===== config.mk =====
export PLATFORM = sky130hd
export DESIGN_NAME = ggvg_ctrl
export DESIGN_NICKNAME = d
export VERILOG_FILES = /design/src/hw/rtl/ggvg_pkg.sv /design/src/hw/rtl/ggvg_ctrl.sv
export SDC_FILE = /design/constraint.sdc
export NUM_CORES = 1
export LEC_CHECK = 0
export BUFFER_PORTS_ARGS = -buffer_cell sky130_fd_sc_hd__buf_2
export CAP_MARGIN = 10
export CELL_PAD_IN_SITES_DETAIL_PLACEMENT = 1
export CELL_PAD_IN_SITES_GLOBAL_PLACEMENT = 2
export CORE_ASPECT_RATIO = 1.2
export CORE_MARGIN = 5
export CORE_UTILIZATION = 18
export DETAILED_ROUTE_END_ITERATION = 8
export PLACE_DENSITY_LB_ADDON = 0.15
export SLEW_MARGIN = 40
export SYNTH_ARGS = -nofsm -noshare
export SYNTH_HDL_FRONTEND = slang
export SYNTH_SLANG_ARGS = --single-unit

===== constraint.sdc =====
create_clock -name clk_i -period 1.16 [get_ports clk_i]
set_input_delay 0.232 -clock clk_i [delete_from_list [all_inputs] [get_ports clk_i]]
set_output_delay 0.232 -clock clk_i [all_outputs]
set_load 0.05 [all_outputs]

===== src/hw/rtl/ggvg_pkg.sv =====
package ggvg_pkg;

  localparam int VERTICES   = 32;
  localparam int MAX_EDGES  = 1024;
  localparam int VERT_W     = 5;
  localparam int GAIN_W     = 16;
  localparam int TOTAL_W    = 32;
  localparam int ADDR_W     = $clog2(MAX_EDGES);
  localparam int CNT_W      = ADDR_W + 1;
  // |sum| <= MAX_EDGES * 32767 fits in ADDR_W + GAIN_W signed bits
  localparam int SCORE_W    = ADDR_W + GAIN_W;
  localparam int EDGE_W     = 2 * VERT_W + GAIN_W + 1;

  localparam logic signed [TOTAL_W-1:0] TOTAL_MAX = 32'sh7FFF_FFFF;
  localparam logic signed [TOTAL_W-1:0] TOTAL_MIN = -32'sh7FFF_FFFF;

  typedef enum logic [1:0] {
    FUNC_LOAD  = 2'd0,
    FUNC_CLEAR = 2'd1,
    FUNC_RUN   = 2'd2
  } func_e;

  typedef enum logic [1:0] {
    KIND_PAIR  = 2'd0,
    KIND_ADDED = 2'd1,
    KIND_DONE  = 2'd2,
    KIND_NONE  = 2'd3
  } kind_e;

  typedef enum logic [1:0] {
    SCAN_START = 2'd0,
    SCAN_ACC   = 2'd1,
    SCAN_SEL   = 2'd2,
    SCAN_MAX   = 2'd3
  } scan_mode_e;

  typedef enum logic [2:0] {
    ST_IDLE,
    ST_START,
    ST_ACC,
    ST_SEL,
    ST_MAX
  } state_e;

  typedef struct packed {
    logic       load_edge;
    logic       clear_list;
    logic       init_run;
    logic       scan_go;
    scan_mode_e scan_mode;
    logic       commit_pair;
    logic       commit_add;
    logic       emit_done;
    logic       emit_none;
  } cmd_t;

  typedef struct packed {
    logic scan_done;
    logic found;
  } status_t;

endpackage


===== src/hw/rtl/ggvg_ctrl.sv =====
module ggvg_ctrl (
  input  logic              clk_i,
  input  logic              rst_ni,
  input  logic              start,
  input  logic [1:0]        func_i,
  input  ggvg_pkg::status_t status_i,
  output ggvg_pkg::cmd_t    cmd_o,
  output logic              busy
);

  ggvg_pkg::state_e state_q, state_d;
  logic accept;

  assign accept = start && (state_q == ggvg_pkg::ST_IDLE);
  assign busy   = (state_q != ggvg_pkg::ST_IDLE);

  always_ff @(posedge clk_i or negedge rst_ni) begin
    if (!rst_ni) begin
      state_q <= ggvg_pkg::ST_IDLE;
    end else begin
      state_q <= state_d;
    end
  end

  always_comb begin
    state_d = state_q;
    case (state_q)
      ggvg_pkg::ST_IDLE: begin
        if (accept && func_i == ggvg_pkg::FUNC_RUN) state_d = ggvg_pkg::ST_START;
      end
      ggvg_pkg::ST_START: begin
        if (status_i.scan_done) begin
          state_d = status_i.found ? ggvg_pkg::ST_ACC : ggvg_pkg::ST_IDLE;
        end
      end
      ggvg_pkg::ST_ACC: begin
        if (status_i.scan_done) state_d = ggvg_pkg::ST_SEL;
      end
      ggvg_pkg::ST_SEL: begin
        if (status_i.scan_done) begin
          state_d = status_i.found ? ggvg_pkg::ST_MAX : ggvg_pkg::ST_IDLE;
        end
      end
      ggvg_pkg::ST_MAX: begin
        if (status_i.scan_done) state_d = ggvg_pkg::ST_ACC;
      end
      default: state_d = ggvg_pkg::ST_IDLE;
    endcase
  end

  always_comb begin
    cmd_o = '0;
    cmd_o.scan_mode = ggvg_pkg::SCAN_START;
    case (state_q)
      ggvg_pkg::ST_IDLE: begin
        if (accept) begin
          cmd_o.load_edge  = (func_i == ggvg_pkg::FUNC_LOAD);
          cmd_o.clear_list = (func_i == ggvg_pkg::FUNC_CLEAR);
          if (func_i == ggvg_pkg::FUNC_RUN) begin
            cmd_o.init_run  = 1'b1;
            cmd_o.scan_go   = 1'b1;
            cmd_o.scan_mode = ggvg_pkg::SCAN_START;
          end
        end
      end
      ggvg_pkg::ST_START: begin
        if (status_i.scan_done) begin
          if (status_i.found) begin
            cmd_o.commit_pair = 1'b1;
            cmd_o.scan_go     = 1'b1;
            cmd_o.scan_mode   = ggvg_pkg::SCAN_ACC;
          end else begin
            cmd_o.emit_none = 1'b1;
          end
        end
      end
      ggvg_pkg::ST_ACC: begin
        if (status_i.scan_done) begin
          cmd_o.scan_go   = 1'b1;
          cmd_o.scan_mode = ggvg_pkg::SCAN_SEL;
        end
      end
      ggvg_pkg::ST_SEL: begin
        if (status_i.scan_done) begin
          if (status_i.found) begin
            cmd_o.scan_go   = 1'b1;
            cmd_o.scan_mode = ggvg_pkg::SCAN_MAX;
          end else begin
            cmd_o.emit_done = 1'b1;
          end
        end
      end
      ggvg_pkg::ST_MAX: begin
        if (status_i.scan_done) begin
          cmd_o.commit_add = 1'b1;
          cmd_o.scan_go    = 1'b1;
          cmd_o.scan_mode  = ggvg_pkg::SCAN_ACC;
        end
      end
      default: cmd_o = '0;
    endcase
  end

endmodule


* After elaboration in Yosys (flattened, before gate mapping)
Index checks and enable logic that the tools add are counted.
** Cells by class
- Add/sub/neg operators :: 0
- Multiply operators :: 0
- Div/mod/pow operators :: 0
- Order comparisons :: 0
- Equality and inequality tests :: 11
- Shifts and indexed selects :: 0
- Mux-type cells :: 25
- Bitwise operators :: 0
- Reduce and logical (&&, ||, !) cells :: 6
** Operator list (count)
- $mux W3 :: 11
- $pmux W3 S5 :: 2
- $mux W4 :: 3
- $ne A2 B2 Y1 const B :: 4
- $mux W1 :: 7
- $eq A3 B2 Y1 const B :: 2
- $mux W6 :: 1
- $reduce_and A5 Y1 :: 1
- $eq A3 B1 Y1 const B :: 1
- $eq A3 B3 Y1 const B :: 1
- $logic_not A3 Y1 :: 1
- $reduce_bool A3 Y1 :: 1
- $eq A2 B1 Y1 const B :: 1
- $eq A2 B2 Y1 const B :: 1
- $logic_and A1 B1 Y1 :: 2
- $logic_not A2 Y1 :: 1
- $mux W2 :: 1
- $ne A2 B1 Y1 const B :: 1
** Word-level totals
- Register bits after elaboration :: 3
- Latch bits :: 0
- RAM bits :: 0
- Memory bits (read-only) :: 0
- Output and inout bits :: 11
- Memories kept :: 0

* Depth between registers and ports, before layout
Gate-level depths: netlist of the first run.
- Word-level depth :: 5
- Depth in mapped cells :: 5
- Mapped depth without buffers :: 5

* Worst setup path before layout of the first run
Ideal clock, no wire load.
- Path type :: reg2out
- Start :: register state_q[2]
- End :: output port cmd_o[0] (netlist name)
- Arrival :: 2213 ps
- Data required time :: 928 ps
- Path slack :: -1285 ps
- Stages on the path, launching flop included :: 3
- Buffers on the path :: 0
- Cell sequence :: dfrtp_1 -> nand2b_1 -> nor4b_1
** RTL lines
- start, declared :: line ggvg_ctrl.sv:11 : ggvg_pkg::state_e state_q, state_d;
- start signal, assigned :: line ggvg_ctrl.sv:19 : state_q <= ggvg_pkg::ST_IDLE;
- start signal, assigned :: line ggvg_ctrl.sv:21 : state_q <= state_d;
- end, declared :: line ggvg_ctrl.sv:7 : output ggvg_pkg::cmd_t cmd_o,

==> metrics.md, run 1 <==
| Metric | Value |
|---|---|
| H-tree depth | 1 |
| Final design utilization | 0.508 |
| CP max-delay cell | dfrtp_2 |
| Slew headroom | 0.843 |
| Register Area | 78.8 µm² |
| Worst path bufs/invs | 3 |
| Routability cong. | 0.842 |
| Die ar. | 2610 µm² |
| Largest net degree at the start of global routing | 7 |
| DR WL/cell | 14.6 µm |
| Post-synth EDFFs | 0 |
| Count of cell types in the netlist | 23 |
| Vias in the first global route | 504 |
| Actual slew at the worst max-slew pin | 0.229 ns |
| DRT Pass-1 Iters | 3 |
| Async SR Flop Fraction | 1.00 |
| Top flop regs | state_q x3 |
| # DRC | 0 |
| Post-place setup slack | -0.429 ns |
| Post-route cell area | 823 µm² |
| CTS Sinks | 3 |
| Tot Pwr | 1.83 mW |
| Min-delay worst type | in -> async |
| Area contributors post-synth | dfrtp_1 25%, nor3b_2 8.3%, a31oi_4 7.0% |
| Post-DP Area | 538 µm² |
| Worst path cell trace | buf_6 > nand3_4 > clkinv_4 > a31oi_4 > o211ai_1 > buf_4 |
| Seq/Total Area, Yosys | 0.248 |
| Diode count | 0 |
| Fmax | 0.593 GHz |
| CP Launch Type | flip-flop |
| Flops & latches, synth | 3 |
| Hpwl dp | 995 µm |
| Main flop type after synthesis | dfrtp_1 |
| CP peak stage delay | 0.44 ns |
| CP arrival | 1.46 ns |
| Critical-path maximum fanout | 4 |
| Syn_nets | 42 |
| Area Growth Syn to Fin | 172% |
| Status | finished, violations left |
| Share of post-route cells with drive strength above 1 | 0.835 |
| First-pass GRT wire length | 2.20 mm |
| Setup WS post-layout | -0.527 ns |
| Final-report max-slew violation count | 0 |
| Min Tclk post-route | 1.69 ns |
| Final setup violating endpoints | 14 |
| IO buf count | 17 |
| # Max-Cap Violations | 0 |
| CP endpoint kind | output port |
| Period utilisation layout | 1.45 |
| DR vias | 446 |
| Area of the multi-input gates | 292 µm² |
| Detailed Route Iter0 Violations | 2 |
| Kind of critical path | reg -> out |
| Drt via density | 4.60 |
| Peak supply drop | 0.000976 V |
| Top post-synthesis cells by count | 4 x inv_1, 4 x nand2_1, 3 x dfrtp_1 |
| Clock buffer depth | 2 |
| CP delay by family, top | flip-flops |
| Mean Syn Cell Area | 8.65 µm² |
| Req. time, crit path | 0.93 ns |
| Worst Clk Skew | 0.00207 ns |
| Area share of the largest cell type after synthesis | 0.248 |
| Worst-path clk slew | 0.04 ns |
| Top-level port count | 18 |
| Filler cells | 178 |
| Clk root buf | clkbuf_4 |
| Post-Syn Area | 303 µm² |
| Nets | 87 |
| Hold Violations, Final | 0 |
| Biggest register | state_q |
| Core area | 1620 µm² |
| CTS tree | done |
| RSZ-0062 raised after global routing | true |
| Initial core utilization | 0.187 |
| YS warnings | 0 |
| Initial antenna violation count | 0 |
| Horiz. Die Dim | 47.4 µm |
| Clk_lat worst skew | 0.23 ns |
| Leak pwr | 0.378 nW |
| Power Density | 2220 nW/µm² |
| FP Rows | 16 |
| Largest register FFs | 3 |
| Cts bufs inserted | 3 |
| DRT Wirelength | 1.42 mm |
| GRT Overall Usage | 0.126 |
| Synth area leader | dfrtp_1 |
| Routed Antenna Nets | 0 |
| Die H | 54.9 µm |
| Congestion Overflow GR | 0 |
| Cell count after synthesis | 35 |
| Failing checks | negative setup slack |
-- worst paths after layout --
| check | cells past startpoint | slack (ns) | to | from |
|---|---|---|---|---|
| setup / recovery | 6 | -0.53 | cmd_o[6] | state_q[2]$_DFFE_PN0P_ |
| hold / removal | 2 | 0.32 | state_q[0]$_DFFE_PN0P_ | rst_ni |
| setup reg to reg | 6 | -0.20 | state_q[2]$_DFFE_PN0P_ | state_q[2]$_DFFE_PN0P_ |
| hold reg to reg | 2 | 0.63 | state_q[0]$_DFFE_PN0P_ | state_q[2]$_DFFE_PN0P_ |
| max in group asynchronous | 2 | 0.72 | state_q[2]$_DFFE_PN0P_ | rst_ni |
| min in group clk_i | 2 | 0.35 | state_q[2]$_DFFE_PN0P_ | status_i[1] |
-- layer usage --
metal,GRT usage,vias up,part of all wire
li1,-,211,-
met1,0.102,218,0.31
met2,0.272,15,0.62
met3,0.0194,2,0.059
met4,0.0553,0,0.011
met5,0,-,0
-- final cells by class --
cell class | instances | share of cell area
Timing Repair Buffer | 41 | 0.454
Multi-Input combinational cell | 26 | 0.354
Sequential cell | 3 | 0.0957
Inverter | 5 | 0.0365
Clock buffer | 4 | 0.0319
Tap cell | 18 | 0.0274
-- per-stage QoR --
| step | setup TNS (ns) | hold slack, ns | cells |
|---|---|---|---|
| detailed placement | -3.26 | 0.0302 | 81 |
| CTS | -5.12 | 0.326 | 94 |
| global placement | -2.74 | 0.0262 | 81 |
| floorplan | -4.06 | -0.0636 | 35 |
| global route | -6.09 | 0.322 | 97 |
| finish | -5.17 | 0.319 | 97 |
-- where the power goes --
group	switching [mW]	leakage, nW	internal, mW
Combinational	0.745	0.328	0.700
Sequential	0.0517	0.0352	0.147
Clock	0.0539	0.0150	0.129
Total	0.850	0.378	0.976
-- what timing repair did --
action / 4_1_cts / 5_1_grt
endpoints found under the hold margin: 3 / 0
gates resized for setup: 37 / 8
setup endpoints to repair: 13 / 14
pin swaps: 7 / 5
buffers inserted: 8 / 4
hold buffers: 1 / 0
-- cell usage in the layout (no fill, tap or decap), types with 2 or more instances in the layout --
cell	count
clkbuf_4	3
buf_2	6
buf_4	17
nand2_4	2
a21oi_2	2
buf_8	4
dfrtp_2	3
nor3_4	3
nand2_1	3
buf_6	13
-- logic make-up after synthesis --
logic type | count (synthesis) | synth area share
buffers and inverters | 6 | 0.0991
flip-flops | 3 | 0.248
AO/OA/AOI/OAI | 7 | 0.182
multiplexers | 1 | 0.0331
AND/OR/NAND/NOR | 18 | 0.438
(Power assumes the default switching activity.)
==> run 2: changes to the inputs <==
Settings changed: ABC_AREA from default to 1, CORE_UTILIZATION 18 to 16.
==> run 2 against run 1 <==
Net effect:
- the run still ends with negative setup slack left
- sequential cell count unchanged
- wire length down 5.6%
- power up 2.2%
- count of clock-buffer cells in the layout unchanged
- non-clock buffer count is 5 lower
- cell count up 9.3%
- clock skew rose by 0.0018 ns
- maximum frequency is 0.97% higher
- critical path depth increased by 1
- synthesized area shrank 4.5%
==> metrics.md, run 2 <==
| Metric | Value |
|---|---|
| Status | finished, violations left |
| Failing checks | negative setup slack |
| Sw Ratio | 0.504 |
| DR vias | 475 |
| Die H | 56.6 µm |
| DR WL/cell | 12.6 µm |
| Setup_tns | -4.60 ns |
| Synth area leader | dfrtp_1 |
| YS warnings | 0 |
| CP endpoint kind | output port |
| Largest net degree at the start of global routing | 7 |
| Clk_lat worst skew | 0.24 ns |
| Fmax | 0.598 GHz |
| Power Density | 2230 nW/µm² |
| Post-route cell area | 836 µm² |
| Actual slew at the worst max-slew pin | 0.262 ns |
| Post-synth EDFFs | 0 |
| Detailed Route Iter0 Violations | 3 |
| Sw Pwr | 941 µW |
| Final design utilization | 0.497 |
| Worst Clk Skew | 0.00387 ns |
| Min-delay src | status_i[1] |
| Worst hold path cell count | 2 |
| FP Rows | 16 |
| Req. time, crit path | 0.93 ns |
| Final-report max-slew violation count | 0 |
| Syn_nets | 55 |
| Hold Violations, Final | 0 |
| Top-level port count | 18 |
| Finished Layout Cells | 106 |
| CTS Sinks | 3 |
| R2R Path End | state_q[1]$_DFFE_PN0P_ |
| Clk network pwr share | 0.102 |
| First-pass GRT wire length | 2.19 mm |
| IO buf count | 17 |
| Cell count after synthesis | 48 |
| Kind of critical path | reg -> out |
| DRT Pass-1 Iters | 3 |
| Largest register FFs | 3 |
| CP arrival | 1.44 ns |
| Mean Syn Cell Area | 6.02 µm² |
| Min-delay worst type | in -> reg |
| CP peak stage delay | 0.46 ns |
| H-tree depth | 1 |
| Most common cell in the netlist | nand2_1 |
| Top flop regs | state_q x3 |
| CP Launch Type | flip-flop |
| Clk root buf | clkbuf_4 |
| Worst-path clk slew | 0.04 ns |
| Placed cells | 94 |
| Register Area | 78.8 µm² |
| Diode count | 0 |
| Main flop type after synthesis | dfrtp_1 |
| Post-DP Area | 582 µm² |
| Reg2reg start | state_q[0]$_DFFE_PN0P_ |
| Worst path cell trace | nand2_2 > nor2_2 > nand3_2 > nand2_2 > nor2_4 > clkinvlp_4 > buf_8 |
| Internal power | 926 µW |
| Routability cong. | 0.737 |
| Post-Syn Area | 289 µm² |
| Area Growth Syn to Fin | 189% |
| Final setup violating endpoints | 14 |
| Routed Antenna Nets | 0 |
| RSZ-0062 raised after global routing | true |
| Cts bufs inserted | 3 |
| Setup WS post-layout | -0.511 ns |
| # Max-Cap Violations | 0 |
| Seq/Total Area, Yosys | 0.260 |
| Clock buffer depth | 2 |
| Commonest cells after routing, fill and taps aside | 13 x buf_4, 12 x buf_6, 8 x nand2_1 |
| Filler cells | 208 |
| # DRC | 0 |
| Nets | 96 |
| Flop2flop setup slack | -0.08 ns |
| Slew headroom | 0.825 |
| Critical-path maximum fanout | 5 |
| GRT Overall Usage | 0.102 |
| Initial core utilization | 0.172 |
| Biggest register | state_q |
| Flop pwr share | 0.124 |
| Async SR Flop Fraction | 1.00 |
| Hold Crit Endpoint | state_q[2]$_DFFE_PN0P_ |
| Worst path most repeated cell | nand2_2 |
| Leak pwr | 0.383 nW |
| R2r worst-path depth | 8 |
| Share of power burned in combinational logic | 0.774 |
| Post-place setup slack | -0.348 ns |
| Flops & latches, synth | 3 |
| Critical Path Start | state_q[0]$_DFFE_PN0P_ |
| Core area | 1680 µm² |
| CTS tree | done |
| Area of the multi-input gates | 333 µm² |
| Min Tclk post-route | 1.67 ns |
| Die ar. | 2760 µm² |
| Count of cell types in the netlist | 14 |
| DRT Wirelength | 1.34 mm |
| Drt via density | 4.48 |
| Initial antenna violation count | 0 |
| Top post-synthesis cells by count | 12 x nand2_1, 7 x nand3_1, 6 x inv_1 |
| Area share of the largest cell type after synthesis | 0.260 |
| Commonest non-fill, non-tap cell in the layout | buf_4 |
| CP max-delay cell | dfrtp_2 |
| Period utilisation layout | 1.44 |
| Horiz. Die Dim | 48.8 µm |
| Hpwl dp | 942 µm |
| Area contributors post-synth | dfrtp_1 26%, nand2_1 16%, nand3_1 12% |
| Peak supply drop | 0.00104 V |
| Share of post-route cells with drive strength above 1 | 0.773 |
| Vias in the first global route | 498 |
| Congestion Overflow GR | 0 |
[run 2: changes by cell type after synthesis, moves of 3 or more]
| cell | before | now |
|---|---|---|
| nor2_1 | 0 | 3 |
| nand2_1 | 4 | 12 |
| nand3_1 | 0 | 7 |
| nor2_2 | 1 | 5 |
[run 2: final cells by class]
type | count | share of cell area
clock buffer | 4 | 0.0314
multi-input combinational | 37 | 0.398
tap | 18 | 0.0269
timing repair buffer | 36 | 0.398
inverter | 8 | 0.0509
sequential | 3 | 0.0943
[run 2: layer usage]
metal	vias up	global-route usage	wire length [µm]
met4	0	0.0577	31
met5	-	0	0
met2	13	0.175	735
met3	4	0.0317	69
li1	237	-	-
met1	221	0.107	501
[run 2: repair_timing]
| item | 4_1_cts | 5_1_grt |
|---|---|---|
| endpoints found under the hold margin | 3 | 0 |
| cloned | 0 | 0 |
| hold buffers | 1 | 0 |
| buffers inserted | 3 | 5 |
| gates resized for setup | 40 | 8 |
| pin swaps | 5 | 5 |
| endpoints found under the setup margin | 13 | 13 |
[run 2: power by group through the flow]
stage | sequential (mW) | combinational (mW) | clock, mW
after floorplan | 0.212 | 0.676 | 0
after global placement | 0.198 | 0.975 | 0
after detailed placement | 0.198 | 0.964 | 0
after CTS | 0.220 | 1.31 | 0.203
after global routing | 0.240 | 1.53 | 0.213
final | 0.232 | 1.45 | 0.190
[run 2: per-stage QoR]
| stage | power (mW) | hold WS [ns] |
|---|---|---|
| global route | 1.98 | 0.315 |
| finish | 1.87 | 0.291 |
| floorplan | 0.888 | -0.0636 |
| global placement | 1.17 | 0.0302 |
| CTS | 1.74 | 0.286 |
| detailed placement | 1.16 | 0.0320 |
[run 2: critical path, delay by kind of cell (launching register included)]
kind	cells	cell delay, ns
buffers and inverters	2	0.26
DFF	1	0.46
and+or+nand+nor	5	0.48
[run 2: worst max path at each step]
stage               cells past startpoint       end
detailed placement                      7  cmd_o[4]
CTS                                     7  cmd_o[4]
finish                                  7  cmd_o[4]
floorplan                               5  cmd_o[4]
global placement                        7  cmd_o[4]
global route                            7  cmd_o[4]
[run 2: cell families after synthesis]
logic type      share of synthesized area
flops                               0.260
compound gates                     0.0519
simple gates                        0.584
buf+inv                             0.104
